## config.mk

```make
export PLATFORM = sky130hd
export DESIGN_NAME = joystick_velocity_conditioner_unit
export DESIGN_NICKNAME = d
export VERILOG_FILES = /design/src/hw/rtl/jvc_pkg.sv /design/src/hw/rtl/jvc_cfg_regs.sv /design/src/hw/rtl/jvc_useq.sv /design/src/hw/rtl/jvc_datapath.sv /design/src/hw/rtl/joystick_velocity_conditioner_unit.sv
export SDC_FILE = /design/constraint.sdc
export NUM_CORES = 2
export LEC_CHECK = 0
export BUFFER_PORTS_ARGS = -buffer_cell sky130_fd_sc_hd__buf_4
export CAP_MARGIN = 20
export CORE_UTILIZATION = 55
export DETAILED_ROUTE_END_ITERATION = 8
export PLACE_DENSITY = 0.74
export SETUP_SLACK_MARGIN = 0.5
export SKIP_LAST_GASP = 1
export SYNTH_ARGS = -nofsm -noshare
export SYNTH_HDL_FRONTEND = slang
export SYNTH_SLANG_ARGS = --single-unit
export TNS_END_PERCENT = 10
```

## constraint.sdc

```tcl
create_clock -name i_clk -period 8.5 [get_ports i_clk]
set_clock_uncertainty 0.15 [all_clocks]
set_input_delay 1.275 -clock i_clk [delete_from_list [all_inputs] [get_ports i_clk]]
set_output_delay 1.275 -clock i_clk [all_outputs]
set_load 0.005 [all_outputs]
```

## src/hw/rtl/jvc_pkg.sv

```systemverilog
`timescale 1ns / 1ps
`default_nettype none

package jvc_pkg;

    // Datapath widths
    localparam int RAW_W  = 16;
    localparam int MAG_W  = 16;
    localparam int MAX_W  = 16;
    localparam int W_W    = 17;
    localparam int VEL_W  = 26;   // Q20 velocity, |v| < 2^25
    localparam int HGT_W  = 30;   // Q28 height, unsigned
    localparam int TGT_W  = 14;   // Q12 height target
    localparam int S_W    = 31;   // sample / filter operand
    localparam int DIFF_W = 32;
    localparam int MA_W   = 32;   // multiplier operand A
    localparam int MB_W   = 18;   // multiplier operand B
    localparam int PROD_W = MA_W + MB_W;
    localparam int X_W    = 40;   // biased dividend
    localparam int Q_W    = 25;
    localparam int REM_W  = 26;
    localparam int STEP_W = 6;
    localparam int DATA_IN_W  = 24;
    localparam int DATA_OUT_W = 64;

    // Divide by full-scale deflection
    localparam logic [REM_W-1:0] DIV_N    = REM_W'(32767);
    localparam logic [X_W-1:0]   DIV_BIAS = X_W'(16383);

    // Height limits and step, Q12
    localparam logic [TGT_W-1:0] HEIGHT_LOW  = TGT_W'(4096);
    localparam logic [TGT_W-1:0] HEIGHT_HIGH = TGT_W'(12288);
    localparam logic [TGT_W-1:0] HEIGHT_STEP = TGT_W'(819);
    localparam logic [HGT_W-1:0] HGT_ONE     = HGT_W'(32'h1000_0000);

    // Commands
    localparam logic [1:0] CMD_AXIS   = 2'd0;
    localparam logic [1:0] CMD_BUTTON = 2'd1;
    localparam logic [1:0] CMD_TICK   = 2'd2;

    // Axis and button numbers
    localparam logic [7:0] AXIS_FWD  = 8'd4;
    localparam logic [7:0] AXIS_LAT  = 8'd0;
    localparam logic [7:0] AXIS_TURN = 8'd6;
    localparam logic [7:0] BTN_A     = 8'd0;
    localparam logic [7:0] BTN_B     = 8'd1;
    localparam logic [7:0] BTN_X     = 8'd2;
    localparam logic [7:0] BTN_Y     = 8'd3;
    localparam logic [7:0] BTN_DOWN  = 8'd6;
    localparam logic [7:0] BTN_UP    = 8'd7;
    localparam logic [7:0] BTN_START = 8'd9;
    localparam logic [7:0] BTN_STOP  = 8'd10;

    // Register indexes
    localparam logic [2:0] REG_DEAD_ZONE = 3'd0;
    localparam logic [2:0] REG_FWD_MAX   = 3'd1;
    localparam logic [2:0] REG_REV_MAX   = 3'd2;
    localparam logic [2:0] REG_LAT_MAX   = 3'd3;
    localparam logic [2:0] REG_TURN_MAX  = 3'd4;
    localparam logic [2:0] REG_SM_PLANAR = 3'd5;
    localparam logic [2:0] REG_SM_TURN   = 3'd6;
    localparam logic [2:0] REG_SM_HEIGHT = 3'd7;

    // Register reset values
    localparam logic [14:0]      RST_DEAD_ZONE = 15'd1000;
    localparam logic [MAX_W-1:0] RST_FWD_MAX   = 16'd32768;
    localparam logic [MAX_W-1:0] RST_REV_MAX   = 16'd8192;
    localparam logic [MAX_W-1:0] RST_LAT_MAX   = 16'd2458;
    localparam logic [MAX_W-1:0] RST_TURN_MAX  = 16'd6144;
    localparam logic [W_W-1:0]   RST_SM_PLANAR = 17'd1966;
    localparam logic [W_W-1:0]   RST_SM_TURN   = 17'd3277;
    localparam logic [W_W-1:0]   RST_SM_HEIGHT = 17'd6554;

    // Filter channels
    localparam logic [1:0] CH_FWD  = 2'd0;
    localparam logic [1:0] CH_LAT  = 2'd1;
    localparam logic [1:0] CH_TURN = 2'd2;
    localparam logic [1:0] CH_HGT  = 2'd3;

    typedef struct packed {
        logic [14:0]      dead_zone;
        logic [MAX_W-1:0] fwd_max;
        logic [MAX_W-1:0] rev_max;
        logic [MAX_W-1:0] lat_max;
        logic [MAX_W-1:0] turn_max;
        logic [W_W-1:0]   sm_planar;
        logic [W_W-1:0]   sm_turn;
        logic [W_W-1:0]   sm_height;
    } t_cfg;

    typedef enum logic [3:0] {
        OP_NOP,
        OP_LOAD,    // magnitude, sign, max select
        OP_ZERO,    // sample = 0 (dead zone path)
        OP_MULA,    // mag * max
        OP_BIAS,    // prod * 256 + rounding bias
        OP_FOLD1,   // first fold of the /32767
        OP_FOLD2,   // second fold
        OP_FIX,     // final compare-subtract
        OP_SIGN,    // apply sign to quotient
        OP_HTGT,    // sample = target << 16
        OP_DIFF,    // sample - filter
        OP_MULF,    // weight * diff
        OP_UPD,     // filter += rounded product
        OP_OUT      // round, saturate, load output register
    } t_op;

    typedef enum logic [1:0] {
        COND_NONE,
        COND_DZ,
        COND_ALWAYS
    } t_cond;

    typedef struct packed {
        t_op              op;
        logic [1:0]       ch;
        t_cond            cond;
        logic [STEP_W-1:0] tgt;
        logic             last;
    } t_uword;

    typedef struct packed {
        logic dead_zone;
        logic out_free;
    } t_dp_stat;

    typedef enum logic {
        SEQ_IDLE,
        SEQ_RUN
    } t_seq_state;

    // Jump targets
    localparam logic [STEP_W-1:0] ST_FWD_DIFF  = 6'd8;
    localparam logic [STEP_W-1:0] ST_LAT_DIFF  = 6'd19;
    localparam logic [STEP_W-1:0] ST_TURN_DIFF = 6'd30;
    localparam logic [STEP_W-1:0] ST_NONE      = 6'd0;

    function automatic t_uword f_uw(t_op op, logic [1:0] ch, t_cond cond,
                                    logic [STEP_W-1:0] tgt, logic last);
        t_uword w;
        w.op   = op;
        w.ch   = ch;
        w.cond = cond;
        w.tgt  = tgt;
        w.last = last;
        return w;
    endfunction

    // Tick program: three axis channels, the height filter, then the output.
    function automatic t_uword f_ucode(logic [STEP_W-1:0] step);
        t_uword w;
        case (step)
            6'd0:  w = f_uw(OP_LOAD,  CH_FWD,  COND_NONE, ST_NONE,     1'b0);
            6'd1:  w = f_uw(OP_ZERO,  CH_FWD,  COND_DZ,   ST_FWD_DIFF, 1'b0);
            6'd2:  w = f_uw(OP_MULA,  CH_FWD,  COND_NONE, ST_NONE,     1'b0);
            6'd3:  w = f_uw(OP_BIAS,  CH_FWD,  COND_NONE, ST_NONE,     1'b0);
            6'd4:  w = f_uw(OP_FOLD1, CH_FWD,  COND_NONE, ST_NONE,     1'b0);
            6'd5:  w = f_uw(OP_FOLD2, CH_FWD,  COND_NONE, ST_NONE,     1'b0);
            6'd6:  w = f_uw(OP_FIX,   CH_FWD,  COND_NONE, ST_NONE,     1'b0);
            6'd7:  w = f_uw(OP_SIGN,  CH_FWD,  COND_NONE, ST_NONE,     1'b0);
            6'd8:  w = f_uw(OP_DIFF,  CH_FWD,  COND_NONE, ST_NONE,     1'b0);
            6'd9:  w = f_uw(OP_MULF,  CH_FWD,  COND_NONE, ST_NONE,     1'b0);
            6'd10: w = f_uw(OP_UPD,   CH_FWD,  COND_NONE, ST_NONE,     1'b0);
            6'd11: w = f_uw(OP_LOAD,  CH_LAT,  COND_NONE, ST_NONE,     1'b0);
            6'd12: w = f_uw(OP_ZERO,  CH_LAT,  COND_DZ,   ST_LAT_DIFF, 1'b0);
            6'd13: w = f_uw(OP_MULA,  CH_LAT,  COND_NONE, ST_NONE,     1'b0);
            6'd14: w = f_uw(OP_BIAS,  CH_LAT,  COND_NONE, ST_NONE,     1'b0);
            6'd15: w = f_uw(OP_FOLD1, CH_LAT,  COND_NONE, ST_NONE,     1'b0);
            6'd16: w = f_uw(OP_FOLD2, CH_LAT,  COND_NONE, ST_NONE,     1'b0);
            6'd17: w = f_uw(OP_FIX,   CH_LAT,  COND_NONE, ST_NONE,     1'b0);
            6'd18: w = f_uw(OP_SIGN,  CH_LAT,  COND_NONE, ST_NONE,     1'b0);
            6'd19: w = f_uw(OP_DIFF,  CH_LAT,  COND_NONE, ST_NONE,     1'b0);
            6'd20: w = f_uw(OP_MULF,  CH_LAT,  COND_NONE, ST_NONE,     1'b0);
            6'd21: w = f_uw(OP_UPD,   CH_LAT,  COND_NONE, ST_NONE,     1'b0);
            6'd22: w = f_uw(OP_LOAD,  CH_TURN, COND_NONE, ST_NONE,     1'b0);
            6'd23: w = f_uw(OP_ZERO,  CH_TURN, COND_DZ,   ST_TURN_DIFF, 1'b0);
            6'd24: w = f_uw(OP_MULA,  CH_TURN, COND_NONE, ST_NONE,     1'b0);
            6'd25: w = f_uw(OP_BIAS,  CH_TURN, COND_NONE, ST_NONE,     1'b0);
            6'd26: w = f_uw(OP_FOLD1, CH_TURN, COND_NONE, ST_NONE,     1'b0);
            6'd27: w = f_uw(OP_FOLD2, CH_TURN, COND_NONE, ST_NONE,     1'b0);
            6'd28: w = f_uw(OP_FIX,   CH_TURN, COND_NONE, ST_NONE,     1'b0);
            6'd29: w = f_uw(OP_SIGN,  CH_TURN, COND_NONE, ST_NONE,     1'b0);
            6'd30: w = f_uw(OP_DIFF,  CH_TURN, COND_NONE, ST_NONE,     1'b0);
            6'd31: w = f_uw(OP_MULF,  CH_TURN, COND_NONE, ST_NONE,     1'b0);
            6'd32: w = f_uw(OP_UPD,   CH_TURN, COND_NONE, ST_NONE,     1'b0);
            6'd33: w = f_uw(OP_HTGT,  CH_HGT,  COND_NONE, ST_NONE,     1'b0);
            6'd34: w = f_uw(OP_DIFF,  CH_HGT,  COND_NONE, ST_NONE,     1'b0);
            6'd35: w = f_uw(OP_MULF,  CH_HGT,  COND_NONE, ST_NONE,     1'b0);
            6'd36: w = f_uw(OP_UPD,   CH_HGT,  COND_NONE, ST_NONE,     1'b0);
            6'd37: w = f_uw(OP_OUT,   CH_HGT,  COND_NONE, ST_NONE,     1'b1);
            default: w = f_uw(OP_NOP, CH_FWD,  COND_NONE, ST_NONE,     1'b1);
        endcase
        return w;
    endfunction

endpackage

`default_nettype wire

```

## src/hw/rtl/jvc_cfg_regs.sv

```systemverilog
`timescale 1ns / 1ps
`default_nettype none

module jvc_cfg_regs (
    input  wire logic        i_clk,
    input  wire logic        i_rst_n,
    input  wire logic        psel,
    input  wire logic        penable,
    input  wire logic        pwrite,
    input  wire logic [4:0]  paddr,
    input  wire logic [31:0] pwdata,
    output logic [31:0]      prdata,
    output logic             pready,
    output jvc_pkg::t_cfg    o_cfg
);

    jvc_pkg::t_cfg r_cfg;
    logic          wr_en;

    assign pready = 1'b1;
    assign wr_en  = psel && penable && pwrite;
    assign o_cfg  = r_cfg;

    always_ff @(posedge i_clk) begin
        if (!i_rst_n) begin
            r_cfg.dead_zone <= jvc_pkg::RST_DEAD_ZONE;
            r_cfg.fwd_max   <= jvc_pkg::RST_FWD_MAX;
            r_cfg.rev_max   <= jvc_pkg::RST_REV_MAX;
            r_cfg.lat_max   <= jvc_pkg::RST_LAT_MAX;
            r_cfg.turn_max  <= jvc_pkg::RST_TURN_MAX;
            r_cfg.sm_planar <= jvc_pkg::RST_SM_PLANAR;
            r_cfg.sm_turn   <= jvc_pkg::RST_SM_TURN;
            r_cfg.sm_height <= jvc_pkg::RST_SM_HEIGHT;
        end else if (wr_en) begin
            case (paddr[4:2])
                jvc_pkg::REG_DEAD_ZONE: r_cfg.dead_zone <= pwdata[14:0];
                jvc_pkg::REG_FWD_MAX:   r_cfg.fwd_max   <= pwdata[15:0];
                jvc_pkg::REG_REV_MAX:   r_cfg.rev_max   <= pwdata[15:0];
                jvc_pkg::REG_LAT_MAX:   r_cfg.lat_max   <= pwdata[15:0];
                jvc_pkg::REG_TURN_MAX:  r_cfg.turn_max  <= pwdata[15:0];
                jvc_pkg::REG_SM_PLANAR: r_cfg.sm_planar <= pwdata[16:0];
                jvc_pkg::REG_SM_TURN:   r_cfg.sm_turn   <= pwdata[16:0];
                jvc_pkg::REG_SM_HEIGHT: r_cfg.sm_height <= pwdata[16:0];
                default: ;
            endcase
        end
    end

    always_comb begin
        case (paddr[4:2])
            jvc_pkg::REG_DEAD_ZONE: prdata = {17'd0, r_cfg.dead_zone};
            jvc_pkg::REG_FWD_MAX:   prdata = {16'd0, r_cfg.fwd_max};
            jvc_pkg::REG_REV_MAX:   prdata = {16'd0, r_cfg.rev_max};
            jvc_pkg::REG_LAT_MAX:   prdata = {16'd0, r_cfg.lat_max};
            jvc_pkg::REG_TURN_MAX:  prdata = {16'd0, r_cfg.turn_max};
            jvc_pkg::REG_SM_PLANAR: prdata = {15'd0, r_cfg.sm_planar};
            jvc_pkg::REG_SM_TURN:   prdata = {15'd0, r_cfg.sm_turn};
            jvc_pkg::REG_SM_HEIGHT: prdata = {15'd0, r_cfg.sm_height};
            default:                prdata = 32'd0;
        endcase
    end

endmodule

`default_nettype wire

```

## src/hw/rtl/jvc_useq.sv

```systemverilog
`timescale 1ns / 1ps
`default_nettype none

module jvc_useq (
    input  wire logic             i_clk,
    input  wire logic             i_rst_n,
    input  wire logic             i_start,
    input  wire jvc_pkg::t_dp_stat i_stat,
    output logic                  o_ready,
    output jvc_pkg::t_uword       o_ctl
);

    jvc_pkg::t_seq_state               r_state, n_state;
    logic [jvc_pkg::STEP_W-1:0]        r_step, n_step;
    jvc_pkg::t_uword                   uw;
    logic                              hold;
    logic                              jump;

    assign uw   = jvc_pkg::f_ucode(r_step);
    // output step waits for a free output register
    assign hold = (uw.op == jvc_pkg::OP_OUT) && !i_stat.out_free;

    always_comb begin
        case (uw.cond)
            jvc_pkg::COND_DZ:     jump = i_stat.dead_zone;
            jvc_pkg::COND_ALWAYS: jump = 1'b1;
            default:              jump = 1'b0;
        endcase
    end

    always_ff @(posedge i_clk) begin
        if (!i_rst_n) begin
            r_state <= jvc_pkg::SEQ_IDLE;
            r_step  <= '0;
        end else begin
            r_state <= n_state;
            r_step  <= n_step;
        end
    end

    // next state
    always_comb begin
        n_state = r_state;
        n_step  = r_step;
        case (r_state)
            jvc_pkg::SEQ_IDLE: begin
                n_step = '0;
                if (i_start) begin
                    n_state = jvc_pkg::SEQ_RUN;
                end
            end
            jvc_pkg::SEQ_RUN: begin
                if (hold) begin
                    n_step = r_step;
                end else if (uw.last) begin
                    n_state = jvc_pkg::SEQ_IDLE;
                    n_step  = '0;
                end else if (jump) begin
                    n_step = uw.tgt;
                end else begin
                    n_step = r_step + 1'b1;
                end
            end
            default: begin
                n_state = jvc_pkg::SEQ_IDLE;
                n_step  = '0;
            end
        endcase
    end

    // outputs
    always_comb begin
        o_ready = 1'b0;
        o_ctl   = uw;
        case (r_state)
            jvc_pkg::SEQ_IDLE: begin
                o_ready  = 1'b1;
                o_ctl.op = jvc_pkg::OP_NOP;
            end
            jvc_pkg::SEQ_RUN: begin
                o_ready = 1'b0;
            end
            default: begin
                o_ctl.op = jvc_pkg::OP_NOP;
            end
        endcase
    end

endmodule

`default_nettype wire

```

## src/hw/rtl/jvc_datapath.sv

```systemverilog
`timescale 1ns / 1ps
`default_nettype none

module jvc_datapath (
    input  wire logic                 i_clk,
    input  wire logic                 i_rst_n,
    input  wire jvc_pkg::t_cfg        i_cfg,
    input  wire jvc_pkg::t_uword      i_ctl,
    output jvc_pkg::t_dp_stat         o_stat,
    input  wire logic                 i_evt_acc,
    input  wire logic [1:0]           i_evt_cmd,
    input  wire logic [7:0]           i_evt_num,
    input  wire logic signed [15:0]   i_evt_val,
    output logic                      o_out_valid,
    input  wire logic                 i_out_ready,
    output logic [jvc_pkg::DATA_OUT_W-1:0] o_out_data
);

    localparam int VW = jvc_pkg::VEL_W;
    localparam int HW = jvc_pkg::HGT_W;
    localparam int SW = jvc_pkg::S_W;

    // architectural state
    logic signed [jvc_pkg::RAW_W-1:0]  r_raw [3];
    logic signed [VW-1:0]              r_vel [3];
    logic [HW-1:0]                     r_hgt;
    logic [jvc_pkg::TGT_W-1:0]         r_htgt;
    logic [3:0]                        r_flags;

    // working registers
    logic [jvc_pkg::MAG_W-1:0]         r_mag;
    logic                              r_neg;
    logic [jvc_pkg::MAX_W-1:0]         r_max;
    logic signed [jvc_pkg::PROD_W-1:0] r_prod;
    logic [jvc_pkg::X_W-1:0]           r_x;
    logic [jvc_pkg::Q_W-1:0]           r_q;
    logic [jvc_pkg::REM_W-1:0]         r_rem;
    logic signed [SW-1:0]              r_s;
    logic signed [jvc_pkg::DIFF_W-1:0] r_diff;

    logic                              r_out_valid;
    logic [jvc_pkg::DATA_OUT_W-1:0]    r_out_data;

    logic signed [jvc_pkg::RAW_W-1:0]  raw_sel;
    logic signed [SW-1:0]              f_sel;
    logic [jvc_pkg::W_W-1:0]           w_sel;
    logic [jvc_pkg::W_W-1:0]           w_lim;
    logic signed [jvc_pkg::MA_W-1:0]   mul_a;
    logic signed [jvc_pkg::MB_W-1:0]   mul_b;
    logic signed [jvc_pkg::PROD_W-1:0] mul_p;
    logic signed [jvc_pkg::PROD_W-1:0] rnd_sum;
    logic signed [SW+2:0]              upd;
    logic signed [SW-1:0]              q_s;
    logic                              out_free;
    logic                              btn_press;

    logic signed [VW:0]                fw_sum, lt_sum, yw_sum;
    logic signed [VW-8:0]              fw_r, lt_r, yw_r;
    logic signed [16:0]                fw_o;
    logic signed [12:0]                lt_o;
    logic signed [13:0]                yw_o;
    logic [HW:0]                       ht_sum;
    logic [HW-16:0]                    ht_r;
    logic [13:0]                       ht_o;

    assign out_free        = !r_out_valid || i_out_ready;
    assign o_stat.out_free = out_free;
    assign o_stat.dead_zone = (r_mag <= {1'b0, i_cfg.dead_zone});
    assign o_out_valid     = r_out_valid;
    assign o_out_data      = r_out_data;
    assign btn_press       = (i_evt_val != '0);

    // channel operand selection
    always_comb begin
        case (i_ctl.ch)
            jvc_pkg::CH_FWD: begin
                raw_sel = r_raw[0];
                f_sel   = {{(SW-VW){r_vel[0][VW-1]}}, r_vel[0]};
                w_sel   = i_cfg.sm_planar;
            end
            jvc_pkg::CH_LAT: begin
                raw_sel = r_raw[1];
                f_sel   = {{(SW-VW){r_vel[1][VW-1]}}, r_vel[1]};
                w_sel   = i_cfg.sm_planar;
            end
            jvc_pkg::CH_TURN: begin
                raw_sel = r_raw[2];
                f_sel   = {{(SW-VW){r_vel[2][VW-1]}}, r_vel[2]};
                w_sel   = i_cfg.sm_turn;
            end
            default: begin
                raw_sel = '0;
                f_sel   = $signed({1'b0, r_hgt});
                w_sel   = i_cfg.sm_height;
            end
        endcase
    end

    // weights above 1.0 act as 1.0
    assign w_lim = w_sel[jvc_pkg::W_W-1] ? {1'b1, {(jvc_pkg::W_W-1){1'b0}}} : w_sel;

    // shared multiplier
    always_comb begin
        case (i_ctl.op)
            jvc_pkg::OP_MULA: begin
                mul_a = $signed({{(jvc_pkg::MA_W-jvc_pkg::MAG_W){1'b0}}, r_mag});
                mul_b = $signed({{(jvc_pkg::MB_W-jvc_pkg::MAX_W){1'b0}}, r_max});
            end
            default: begin
                mul_a = r_diff;
                mul_b = $signed({1'b0, w_lim});
            end
        endcase
    end
    assign mul_p = mul_a * mul_b;

    // f + floor((w*(s-f) + 2^15) / 2^16)
    assign rnd_sum = r_prod + $signed(jvc_pkg::PROD_W'(32768));
    assign upd     = {{3{f_sel[SW-1]}}, f_sel} + rnd_sum[jvc_pkg::PROD_W-1:16];
    assign q_s     = $signed({{(SW-jvc_pkg::Q_W){1'b0}}, r_q});

    // Q20 -> Q12 and Q28 -> Q12, half up, then clamp
    always_comb begin
        fw_sum = {r_vel[0][VW-1], r_vel[0]} + (VW+1)'(128);
        lt_sum = {r_vel[1][VW-1], r_vel[1]} + (VW+1)'(128);
        yw_sum = {r_vel[2][VW-1], r_vel[2]} + (VW+1)'(128);
        fw_r   = fw_sum[VW:8];
        lt_r   = lt_sum[VW:8];
        yw_r   = yw_sum[VW:8];

        if (fw_r < -(VW-7)'(8192))      fw_o = -17'sd8192;
        else if (fw_r > (VW-7)'(32768)) fw_o = 17'sd32768;
        else                            fw_o = fw_r[16:0];

        if (lt_r < -(VW-7)'(2458))      lt_o = -13'sd2458;
        else if (lt_r > (VW-7)'(2458))  lt_o = 13'sd2458;
        else                            lt_o = lt_r[12:0];

        if (yw_r < -(VW-7)'(6144))      yw_o = -14'sd6144;
        else if (yw_r > (VW-7)'(6144))  yw_o = 14'sd6144;
        else                            yw_o = yw_r[13:0];

        ht_sum = {1'b0, r_hgt} + (HW+1)'(32768);
        ht_r   = ht_sum[HW:16];
        if (ht_r < {1'b0, jvc_pkg::HEIGHT_LOW})       ht_o = jvc_pkg::HEIGHT_LOW;
        else if (ht_r > {1'b0, jvc_pkg::HEIGHT_HIGH}) ht_o = jvc_pkg::HEIGHT_HIGH;
        else                                          ht_o = ht_r[13:0];
    end

    // state: events and filter updates
    always_ff @(posedge i_clk) begin
        if (!i_rst_n) begin
            for (int i = 0; i < 3; i++) begin
                r_raw[i] <= '0;
                r_vel[i] <= '0;
            end
            r_hgt   <= jvc_pkg::HGT_ONE;
            r_htgt  <= jvc_pkg::HEIGHT_LOW;
            r_flags <= '0;
        end else if (i_evt_acc && i_evt_cmd == jvc_pkg::CMD_AXIS) begin
            case (i_evt_num)
                jvc_pkg::AXIS_FWD:  r_raw[0] <= i_evt_val;
                jvc_pkg::AXIS_LAT:  r_raw[1] <= i_evt_val;
                jvc_pkg::AXIS_TURN: r_raw[2] <= i_evt_val;
                default: ;
            endcase
        end else if (i_evt_acc && i_evt_cmd == jvc_pkg::CMD_BUTTON && btn_press) begin
            case (i_evt_num)
                jvc_pkg::BTN_START, jvc_pkg::BTN_STOP: begin
                    for (int i = 0; i < 3; i++) begin
                        r_raw[i] <= '0;
                        r_vel[i] <= '0;
                    end
                    r_hgt <= jvc_pkg::HGT_ONE;
                end
                jvc_pkg::BTN_DOWN: begin
                    if (r_htgt < jvc_pkg::HEIGHT_LOW + jvc_pkg::HEIGHT_STEP)
                        r_htgt <= jvc_pkg::HEIGHT_LOW;
                    else
                        r_htgt <= r_htgt - jvc_pkg::HEIGHT_STEP;
                end
                jvc_pkg::BTN_UP: begin
                    if (r_htgt > jvc_pkg::HEIGHT_HIGH - jvc_pkg::HEIGHT_STEP)
                        r_htgt <= jvc_pkg::HEIGHT_HIGH;
                    else
                        r_htgt <= r_htgt + jvc_pkg::HEIGHT_STEP;
                end
                jvc_pkg::BTN_A: r_flags[0] <= !r_flags[0];
                jvc_pkg::BTN_X: r_flags[1] <= !r_flags[1];
                jvc_pkg::BTN_Y: r_flags[2] <= !r_flags[2];
                jvc_pkg::BTN_B: r_flags[3] <= !r_flags[3];
                default: ;
            endcase
        end else if (i_ctl.op == jvc_pkg::OP_UPD) begin
            case (i_ctl.ch)
                jvc_pkg::CH_FWD:  r_vel[0] <= upd[VW-1:0];
                jvc_pkg::CH_LAT:  r_vel[1] <= upd[VW-1:0];
                jvc_pkg::CH_TURN: r_vel[2] <= upd[VW-1:0];
                default:          r_hgt    <= upd[HW-1:0];
            endcase
        end
    end

    // working registers, no reset needed
    always_ff @(posedge i_clk) begin
        case (i_ctl.op)
            jvc_pkg::OP_LOAD: begin
                r_mag <= raw_sel[jvc_pkg::RAW_W-1] ? $unsigned(-raw_sel) : $unsigned(raw_sel);
                // axis is inverted: positive raw gives a negative sample
                r_neg <= !raw_sel[jvc_pkg::RAW_W-1] && (raw_sel != '0);
                case (i_ctl.ch)
                    jvc_pkg::CH_FWD:
                        r_max <= raw_sel[jvc_pkg::RAW_W-1] ? i_cfg.fwd_max : i_cfg.rev_max;
                    jvc_pkg::CH_LAT: r_max <= i_cfg.lat_max;
                    default:         r_max <= i_cfg.turn_max;
                endcase
            end
            jvc_pkg::OP_ZERO: r_s <= '0;
            jvc_pkg::OP_MULA: r_prod <= mul_p;
            jvc_pkg::OP_BIAS: r_x <= {r_prod[31:0], 8'h00} + jvc_pkg::DIV_BIAS;
            // 2^15 = 1 mod 32767: fold high part onto low part
            jvc_pkg::OP_FOLD1: begin
                r_q   <= r_x[jvc_pkg::X_W-1:15];
                r_rem <= jvc_pkg::REM_W'(r_x[jvc_pkg::X_W-1:15]) + jvc_pkg::REM_W'(r_x[14:0]);
            end
            jvc_pkg::OP_FOLD2: begin
                r_q   <= r_q + jvc_pkg::Q_W'(r_rem[jvc_pkg::REM_W-1:15]);
                r_rem <= jvc_pkg::REM_W'(r_rem[jvc_pkg::REM_W-1:15])
                       + jvc_pkg::REM_W'(r_rem[14:0]);
            end
            jvc_pkg::OP_FIX: begin
                if (r_rem >= jvc_pkg::DIV_N) r_q <= r_q + 1'b1;
            end
            jvc_pkg::OP_SIGN: r_s <= r_neg ? -q_s : q_s;
            jvc_pkg::OP_HTGT: r_s <= $signed({1'b0, r_htgt, 16'h0000});
            jvc_pkg::OP_DIFF: r_diff <= {r_s[SW-1], r_s} - {f_sel[SW-1], f_sel};
            jvc_pkg::OP_MULF: r_prod <= mul_p;
            default: ;
        endcase
    end

    // output register
    always_ff @(posedge i_clk) begin
        if (!i_rst_n) begin
            r_out_valid <= 1'b0;
        end else if (i_ctl.op == jvc_pkg::OP_OUT && out_free) begin
            r_out_valid <= 1'b1;
        end else if (i_out_ready) begin
            r_out_valid <= 1'b0;
        end
    end

    always_ff @(posedge i_clk) begin
        if (i_ctl.op == jvc_pkg::OP_OUT && out_free) begin
            r_out_data <= {2'b00, r_flags[3], r_flags[2], r_flags[1], r_flags[0],
                           ht_o, yw_o, lt_o, fw_o};
        end
    end

endmodule

`default_nettype wire

```

## src/hw/rtl/joystick_velocity_conditioner_unit.sv

```systemverilog
// Events: axis and button events are registered into the state as they are accepted; a tick result
//   is loaded into the output register at the last step, skipping scale and divide for dead-zone axes.
// Throughput: one event per cycle while no tick runs; a new tick is taken only after the previous
//   38-step microprogram on the single shared 32x18 multiplier has finished.
// Reset: synchronous, active low; clears config to defaults, axes, filters, flags,
//   height target to 1.0 and the sequencer; no clearing pass.
`timescale 1ns / 1ps
`default_nettype none

module joystick_velocity_conditioner_unit (
    input  wire logic        i_clk,
    input  wire logic        i_rst_n,

    // input request stream
    input  wire logic        s_axis_tvalid,
    output logic             s_axis_tready,
    input  wire logic [23:0] s_axis_tdata,  // [7:0] control_number, [23:8] control_value
    input  wire logic [1:0]  s_axis_tuser,  // [1:0] command

    // result stream
    output logic             m_axis_tvalid,
    input  wire logic        m_axis_tready,
    output logic [63:0]      m_axis_tdata,  // [16:0] forward_velocity, [29:17] lateral_velocity,
                                            // [43:30] yaw_rate, [57:44] height_command,
                                            // [58] flag_a, [59] flag_x, [60] flag_y,
                                            // [61] flag_b, [63:62] zero

    // configuration
    input  wire logic        psel,
    input  wire logic        penable,
    input  wire logic        pwrite,
    input  wire logic [4:0]  paddr,
    input  wire logic [31:0] pwdata,
    output logic [31:0]      prdata,
    output logic             pready
);

    jvc_pkg::t_cfg     cfg;
    jvc_pkg::t_uword   ctl;
    jvc_pkg::t_dp_stat stat;
    logic              seq_ready;
    logic              in_acc;
    logic              tick_start;

    // Requests are taken whenever no tick program is running. Events are applied
    // to the state directly; a tick launches the microprogram. A result waiting
    // in the output register does not block new requests - only the program's
    // final step waits for that register to drain.
    assign s_axis_tready = seq_ready;
    assign in_acc        = s_axis_tvalid && seq_ready;
    assign tick_start    = in_acc && (s_axis_tuser == jvc_pkg::CMD_TICK);

    jvc_cfg_regs u_cfg (
        .i_clk   (i_clk),
        .i_rst_n (i_rst_n),
        .psel    (psel),
        .penable (penable),
        .pwrite  (pwrite),
        .paddr   (paddr),
        .pwdata  (pwdata),
        .prdata  (prdata),
        .pready  (pready),
        .o_cfg   (cfg)
    );

    // Sequencer: step counter over the control ROM. Per axis channel it runs
    // load, dead-zone test (jumps straight to the filter when inside), multiply,
    // divide by 32767 via two folds and a correction, sign, then the filter
    // update; the height filter and the output step follow.
    jvc_useq u_seq (
        .i_clk   (i_clk),
        .i_rst_n (i_rst_n),
        .i_start (tick_start),
        .i_stat  (stat),
        .o_ready (seq_ready),
        .o_ctl   (ctl)
    );

    // Datapath: axis/filter state, shared multiplier, fold divider, output register.
    jvc_datapath u_dp (
        .i_clk       (i_clk),
        .i_rst_n     (i_rst_n),
        .i_cfg       (cfg),
        .i_ctl       (ctl),
        .o_stat      (stat),
        .i_evt_acc   (in_acc),
        .i_evt_cmd   (s_axis_tuser),
        .i_evt_num   (s_axis_tdata[7:0]),
        .i_evt_val   ($signed(s_axis_tdata[23:8])),
        .o_out_valid (m_axis_tvalid),
        .i_out_ready (m_axis_tready),
        .o_out_data  (m_axis_tdata)
    );

endmodule

`default_nettype wire

```

-- After elaboration in Yosys (flattened, before gate mapping)
Memories as Yosys holds them, arrays and structs flattened. A register that Yosys moved wholly into a read port is not among the register bits.
Cells that the tools add are included.
- register bits: 481
- latch bits: 0
- RAM bits: 126
- ROM bits: 832
- bits of input ports: 70
- output and inout bits: 99
- word-level logic and storage cells: 264
- memories: 3
- add/sub/neg operators: 17
- multipliers: 1
- div/mod/pow operators: 0
- magnitude comparators: 12
- eq/ne operators: 39
- shift-type cells: 0
- mux-type cells: 89
- bitwise gates (word level): 14
- reductions and logical operators: 53
- memory list (memory ; words ; width ; read ports ; clocked after memory_dff ; write ports ; line ; text):
    (no name shown) ; 64 ; 13 ; 1 ; 1 ; 0 ; jvc_pkg.sv:152 ; case (step)
    u_dp.r_vel ; 3 ; 26 ; 3 ; 0 ; 3 ; jvc_datapath.sv:25 ; logic signed [VW-1:0] r_vel [3];
    u_dp.r_raw ; 3 ; 16 ; 3 ; 0 ; 3 ; jvc_datapath.sv:24 ; logic signed [jvc_pkg::RAW_W-1:0] r_raw [3];
- operators with widths (kind ; number):
    case mux 32 bit (8 select lines) ; 1
    case mux 31 bit (3 select lines) ; 2
    2-to-1 mux 26 bit ; 6
    2-to-1 mux 30 bit ; 4
    2-to-1 mux 16 bit ; 7
    adder 26 x 9 -> 27 bit, second input constant ; 3
    case mux 25 bit (3 select lines) ; 1
    2-to-1 mux 14 bit ; 4
    case mux 26 bit (2 select lines) ; 1
    2-to-1 mux 17 bit ; 3
    case mux 16 bit (3 select lines) ; 1
    adder 46 x 17 -> 46 bit, second input constant ; 1
    multiplier 32 x 18 -> 46 bit ; 1
    2-to-1 mux 1 bit ; 41
    adder 40 x 14 -> 40 bit, second input constant ; 1
    < comparator 19 x 14 -> 1 bit, second input constant ; 2
    case mux 17 bit (2 select lines) ; 1
    2-to-1 mux 32 bit ; 1
    case mux 16 bit (2 select lines) ; 1
    nonzero test 16 bit ; 2
    subtractor 31 x 31 -> 32 bit ; 1
    adder 30 x 16 -> 31 bit, second input constant ; 1
    2-to-1 mux 31 bit ; 1
    negation 25 -> 31 bit ; 1
    other kinds (57) ; 137

-- Longest topological paths before layout
- word-level depth: 11
- mapped depth: 33

-- Modules after synthesis
From an unflattened synthesis, not the netlist that was laid out.
- cells, all modules: 5863
- area total of the unflattened synthesis: 53353.7 µm²
- modules (own cells, without submodules) (module ; instances ; cells an instance ; area each (µm²)):
    jvc_datapath ; 1 ; 4909 ; 45670.1
    jvc_cfg_regs ; 1 ; 768 ; 6133.4
    jvc_useq ; 1 ; 184 ; 1534.0
    joystick_velocity_conditioner_unit ; 1 ; 2 ; 16.3

-- Worst setup path before layout
OpenSTA, ideal clock, no wires.
- path kind: register to register
- start: register u_seq.r_state
- end: register u_dp.r_prod[43] (netlist bit), data pin
- arrival: 8782 ps
- setup slack: -691 ps
- stages on the path, launching flop included: 31
- buffers on the path: 3
- period minus slack after synthesis: 9191 ps
- cells stage by stage: dfxtp_1 -> nor2b_1 -> and3_1 -> nor2b_1 -> buf_2 -> buf_2 -> a2111oi_0 -> a21oi_1 -> clkbuf_1 -> nor2_1 -> fa_1 -> inv_1 -> fa_1 -> fa_1 -> fa_1 -> inv_1 -> fa_1 -> inv_1 -> fa_1 -> inv_1 -> ha_1 -> or3_2 -> o221ai_1 -> o21ba_1 -> a311o_1 -> a2111oi_4 -> o21ai_2 -> a31oi_4 -> o21bai_2 -> a21oi_2 -> xnor2_1
- cells in the longest elaborated chain, start to end: 4
- RTL lines (what ; line ; text):
    start: declaration ; jvc_useq.sv:13 ; jvc_pkg::t_seq_state r_state, n_state;
    start signal: assignment ; jvc_useq.sv:33 ; r_state <= jvc_pkg::SEQ_IDLE;
    start signal: assignment ; jvc_useq.sv:36 ; r_state <= n_state;
    2-to-1 mux 4 bit (*) ; jvc_useq.sv:75 ; case (r_state)
    == test 4 x 2 -> 1 bit (*) ; jvc_datapath.sv:104 ; case (i_ctl.op)
    2-to-1 mux 32 bit / 2-to-1 mux 17 bit (equally long branches) ; jvc_datapath.sv:104 ;
    multiplier 32 x 18 -> 46 bit (*) ; jvc_datapath.sv:115 ; assign mul_p = mul_a * mul_b;
    named net u_dp.mul_p, one bit ; jvc_datapath.sv:50 ; logic signed [jvc_pkg::PROD_W-1:0] mul_p;
    end signal: assignment ; jvc_datapath.sv:219 ; jvc_pkg::OP_MULA: r_prod <= mul_p;
    end signal: assignment ; jvc_datapath.sv:237 ; jvc_pkg::OP_MULF: r_prod <= mul_p;
    end: declaration ; jvc_datapath.sv:34 ; logic signed [jvc_pkg::PROD_W-1:0] r_prod;
Mark *: on every way through the listed nets, which the timed path passes. The rest lies on a longest branch.
A chain may end at the register's enable or synchronous reset.

-- Final worst setup path
- start: register u_seq.uw[9] (netlist name)
- end: register u_dp.r_prod[43] (netlist bit), data pin
- cells in the longest elaborated chain, start to end: 6
- RTL lines (what ; line ; text):
    == test 2 x 1 -> 1 bit / zero test 2 bit (equally long branches) ; jvc_datapath.sv:75 ; case (i_ctl.ch)
    OR reduction 2 bit (no line) ; - ;
    case mux 17 bit (2 select lines) (*) ; jvc_datapath.sv:75 ;
    2-to-1 mux 17 bit (*) ; jvc_datapath.sv:100 ; assign w_lim = w_sel[jvc_pkg::W_W-1] ? {1'b1, {(jvc_pkg::W_W-1){1'b0}}} : w_sel;
    2-to-1 mux 17 bit (*) ; jvc_datapath.sv:104 ;
    multiplier 32 x 18 -> 46 bit (*) ; jvc_datapath.sv:115 ;
    named net u_dp.mul_p, one bit ; jvc_datapath.sv:50 ;
Marked as above.

==> results.cfg <==
[final_layout]
drive_gt1_share_pct = 10.53
nFillCells = 7947
final_util_pct = 61.97
num_antenna_cells = 0
multiInputGateArea_um2 = 32930
regArea_um2 = 16370
syn_to_final_growth_pct = 11.75
fin_nets = 6746

[setup_path]
r2r_start = u_seq.uw[9]
cp_top_family = adder cells
cp.buffers_inverters = 9
slowest_delay_ns = 0.53
setup.worst_path.class = flip-flop to flip-flop
path_common_cell = fa_1
critPathMaxFanout = 7
slowest_stage = or4_4
r2r_end = u_dp.r_prod[43]
r2r_setup_slack_ns = 0.53
arrival_ns = 8.20
required_ns = 8.73
startpoint_type = flip-flop
reg2reg_depth = 30
cp-end-kind = flip-flop

[drt]
met3_length_um = 14790
vias_per_cell = 5.844
drt-total-wl_um = 154100
wl_per_cell_um = 21.21
first_pass_iters = 6
num_vias = 42460
drc = 0
met1_length_um = 61050
top_layer_used = met5
wl_met2_um = 70600
drt_iter0_drc = 4088
detail-route-antenna-nets = 0

[die]
core_um2 = 94870
rows = 113
ioPinCount = 169
fp.dieH_um = 311.3
die-area_um2 = 96900
start_util_pct = 55.45
fp.dieW_um = 311.3

[synth]
syn_inst = 5838
synthDistinctLibCells = 99
synth.avg_cell_area_um2 = 9.012
synth_warnings = 0
yosysSeqAreaShare_pct = 31.11
async_flop_share_pct = 0
synth_edf_count = 413
synth_flop_cell = edfxtp_1
netlist_area_um2 = 52610
synth-seq-cells = 611

[clock_network]
cts_tree = built
path_clk_slew_ns = 0.06
clockBufferDepth = 3
ctsHtreeMaxLevel = 3
cts_hold_buf = 0
cts-root-buf = clkbuf_16
cts_sinks = 611
numCtsBuffers = 70
clk_latency_ns = 0.64

[grt]
track_usage_pct = 31.38
grt_pass1_wl_um = 236300
grt_pass1_vias = 41610
gr-total-overflow = 0
antenna_found_initial = 1
grt_max_degree = 97

[power_and_ir_drop]
p_leak_nw = 24.93
powerDensity_nw_per_um2 = 170.4
peakVddDrop_mv = 0.2269

[sta]
grt_setup_unrepaired = yes
timing.hold.ws_ns = 0.3054
setup_tns_ns = 0
setup_viol = 0
fin_crit_ns = 7.967
max_freq_mhz = 125.5
tightest_slew_ns = 1.163
slew_headroom_pct = 22.46
maxSlewViolCount = 0
period_share_pct = 93.73
final-hold-violation-count = 0

[min_path]
worstHoldStart = u_dp.r_flags[0]
min_to = u_dp.o_out_data[58]
hold_path.class = flip-flop to flip-flop
holdPathStages = 0

[placement]
dp_hpwl_um = 118300
finalWeightedCongestion = 0.9962
port_buffers = 133

[flow_run]
drv_cap = 0

[outcome]
status = completed
==> worst max-delay path by stage <==
stage	end	from	cells past startpoint
6_report	u_dp.r_prod[43]	u_seq.uw[9]	30
4_1_cts	u_dp.r_prod[43]	u_seq.uw[10]	29
3_3_place_gp	u_dp.r_prod[43]	u_seq.uw[9]	28
2_1_floorplan	u_dp.r_prod[43]	u_seq.r_state	30
3_5_place_dp	u_dp.r_prod[43]	u_seq.uw[9]	28
5_1_grt	u_dp.r_prod[43]	u_seq.uw[9]	30
==> power breakdown <==
group,leakage [nW],internal [mW],switching [mW]
Combinational,18.4,1.58,2.04
Sequential,5.42,3.33,0.0472
Clock,1.10,1.76,1.26
==> area by class of cell <==
cell class | instances | share of cell area (%)
clock buffer | 93 | 3.354
tap | 1265 | 2.692
clock inverter | 33 | 0.5193
sequential | 611 | 27.85
timing repair buffer | 327 | 4.759
inverter | 753 | 4.812
multi-input combinational | 4183 | 56.01
==> placed cells by master (no fill, tap or decap), types with 17 or more instances in the layout <==
master,netlist,layout
ha_1,234,210
a21oi_1,331,310
nor3_1,66,60
nand3_1,140,140
o22ai_1,20,20
buf_6,1,22
buf_4,21,284
o211ai_1,24,24
or3_1,20,20
a31oi_1,31,31
nand2_1,883,880
a211oi_1,23,23
o21bai_1,23,22
o31ai_1,24,22
o21a_1,36,36
nor2_1,624,615
nor4_1,22,22
xnor2_1,198,198
ha_4,0,17
o21ai_0,174,167
conb_1,2,18
a21o_1,62,59
and2_1,69,68
mux2i_1,81,79
xor2_1,122,122
mux4_2,29,29
nand2b_1,32,31
fa_1,496,490
edfxtp_1,413,413
nand4_1,43,43
inv_1,752,741
and3_1,55,53
o21ai_1,24,28
nor2b_1,40,38
clkbuf_16,0,75
dfxtp_1,198,195
==> cell usage after synthesis (40+ instances only) <==
cell type | instances | area (um2)
inv_1 | 752 | 2823
nand4_1 | 43 | 269.0
nor3_1 | 66 | 330.3
nor2b_1 | 40 | 250.2
ha_1 | 234 | 2928
and3_1 | 55 | 344.1
dfxtp_1 | 198 | 3964
nor2_1 | 624 | 2342
fa_1 | 496 | 9930
clkbuf_1 | 221 | 829.6
xnor2_1 | 198 | 1734
and2_1 | 69 | 431.7
xor2_1 | 122 | 1069
a21o_1 | 62 | 465.5
mux2i_1 | 81 | 810.8
edfxtp_1 | 413 | 12400
a21oi_1 | 331 | 1657
nand3_1 | 140 | 700.7
nand2_1 | 883 | 3314
o21ai_0 | 174 | 870.8
==> logic make-up after synthesis <==
kind of cell	after synthesis	share of synthesized area, %
and+or+nand+nor	2065	17.12
other	2	0.01428
DFF	611	31.11
AOI/OAI and AO/OA	930	11.15
buffers and inverters	1060	7.841
muxes	120	2.997
adders and majority gates	730	24.44
xor gates and xnor gates	320	5.327
==> timing repair <==
| action | in CTS | in global routing |
|---|---|---|
| gates resized for setup | 35 | 138 |
| hold endpoints to repair | 0 | 0 |
| setup buffers | 20 | 30 |
| cloned | 1 | 2 |
| pin swaps | 5 | 68 |
| setup endpoints to repair | 24 | 16 |
==> layer usage <==
| layer | GRT usage [%] | up-vias |
|---|---|---|
| met1 | 41.52 | 20760 |
| met3 | 7.121 | 378 |
| met4 | 13.47 | 2 |
| met5 | 0 | - |
| met2 | 49.60 | 1872 |
| li1 | - | 19440 |
==> through the flow <==
stage | area (um2) | setup WS [ns] | instances | power, mW
3_5_place_dp | 55220 | -0.2128 | 7085 | 6.637
5_1_grt | 58790 | 0.3173 | 7265 | 10.51
4_1_cts | 57800 | 0.5038 | 7232 | 9.678
6_report | 58790 | 0.5326 | 7265 | 10.02
3_3_place_gp | 55210 | -0.08709 | 7084 | 6.595
2_1_floorplan | 52740 | 0.5011 | 5854 | 5.795
==> worst reg2reg max path, delay by kind of cell, from the launching register on <==
kind / cells / cell delay [ns]
AND/OR/NAND/NOR: 3 / 0.91
buffers and inverters: 9 / 1.32
multiplexers: 1 / 0.11
flip-flops: 1 / 0.36
adder cells (fa/ha/maj): 7 / 2.74
XOR/XNOR: 1 / 0.09
AO/OA/AOI/OAI: 9 / 2.03
==> registers in the layout, indices dropped and copies added (netlist names), 4 cells and up <==
name	flops
u_cfg.o_cfg	130
u_dp.r_vel	78
u_dp.o_out_data	62
u_dp.r_raw	48
u_dp.r_prod	46
u_dp.r_diff	32
u_dp.r_x	32
u_dp.r_s	31
u_dp.r_hgt	30
u_dp.r_rem	26
u_dp.r_q	25
u_dp.r_mag	16
u_dp.r_max	16
u_dp.r_htgt	14
u_seq.uw	12
u_seq.r_step	6
u_dp.r_flags	4
Power figures use the tool's default switching activity.
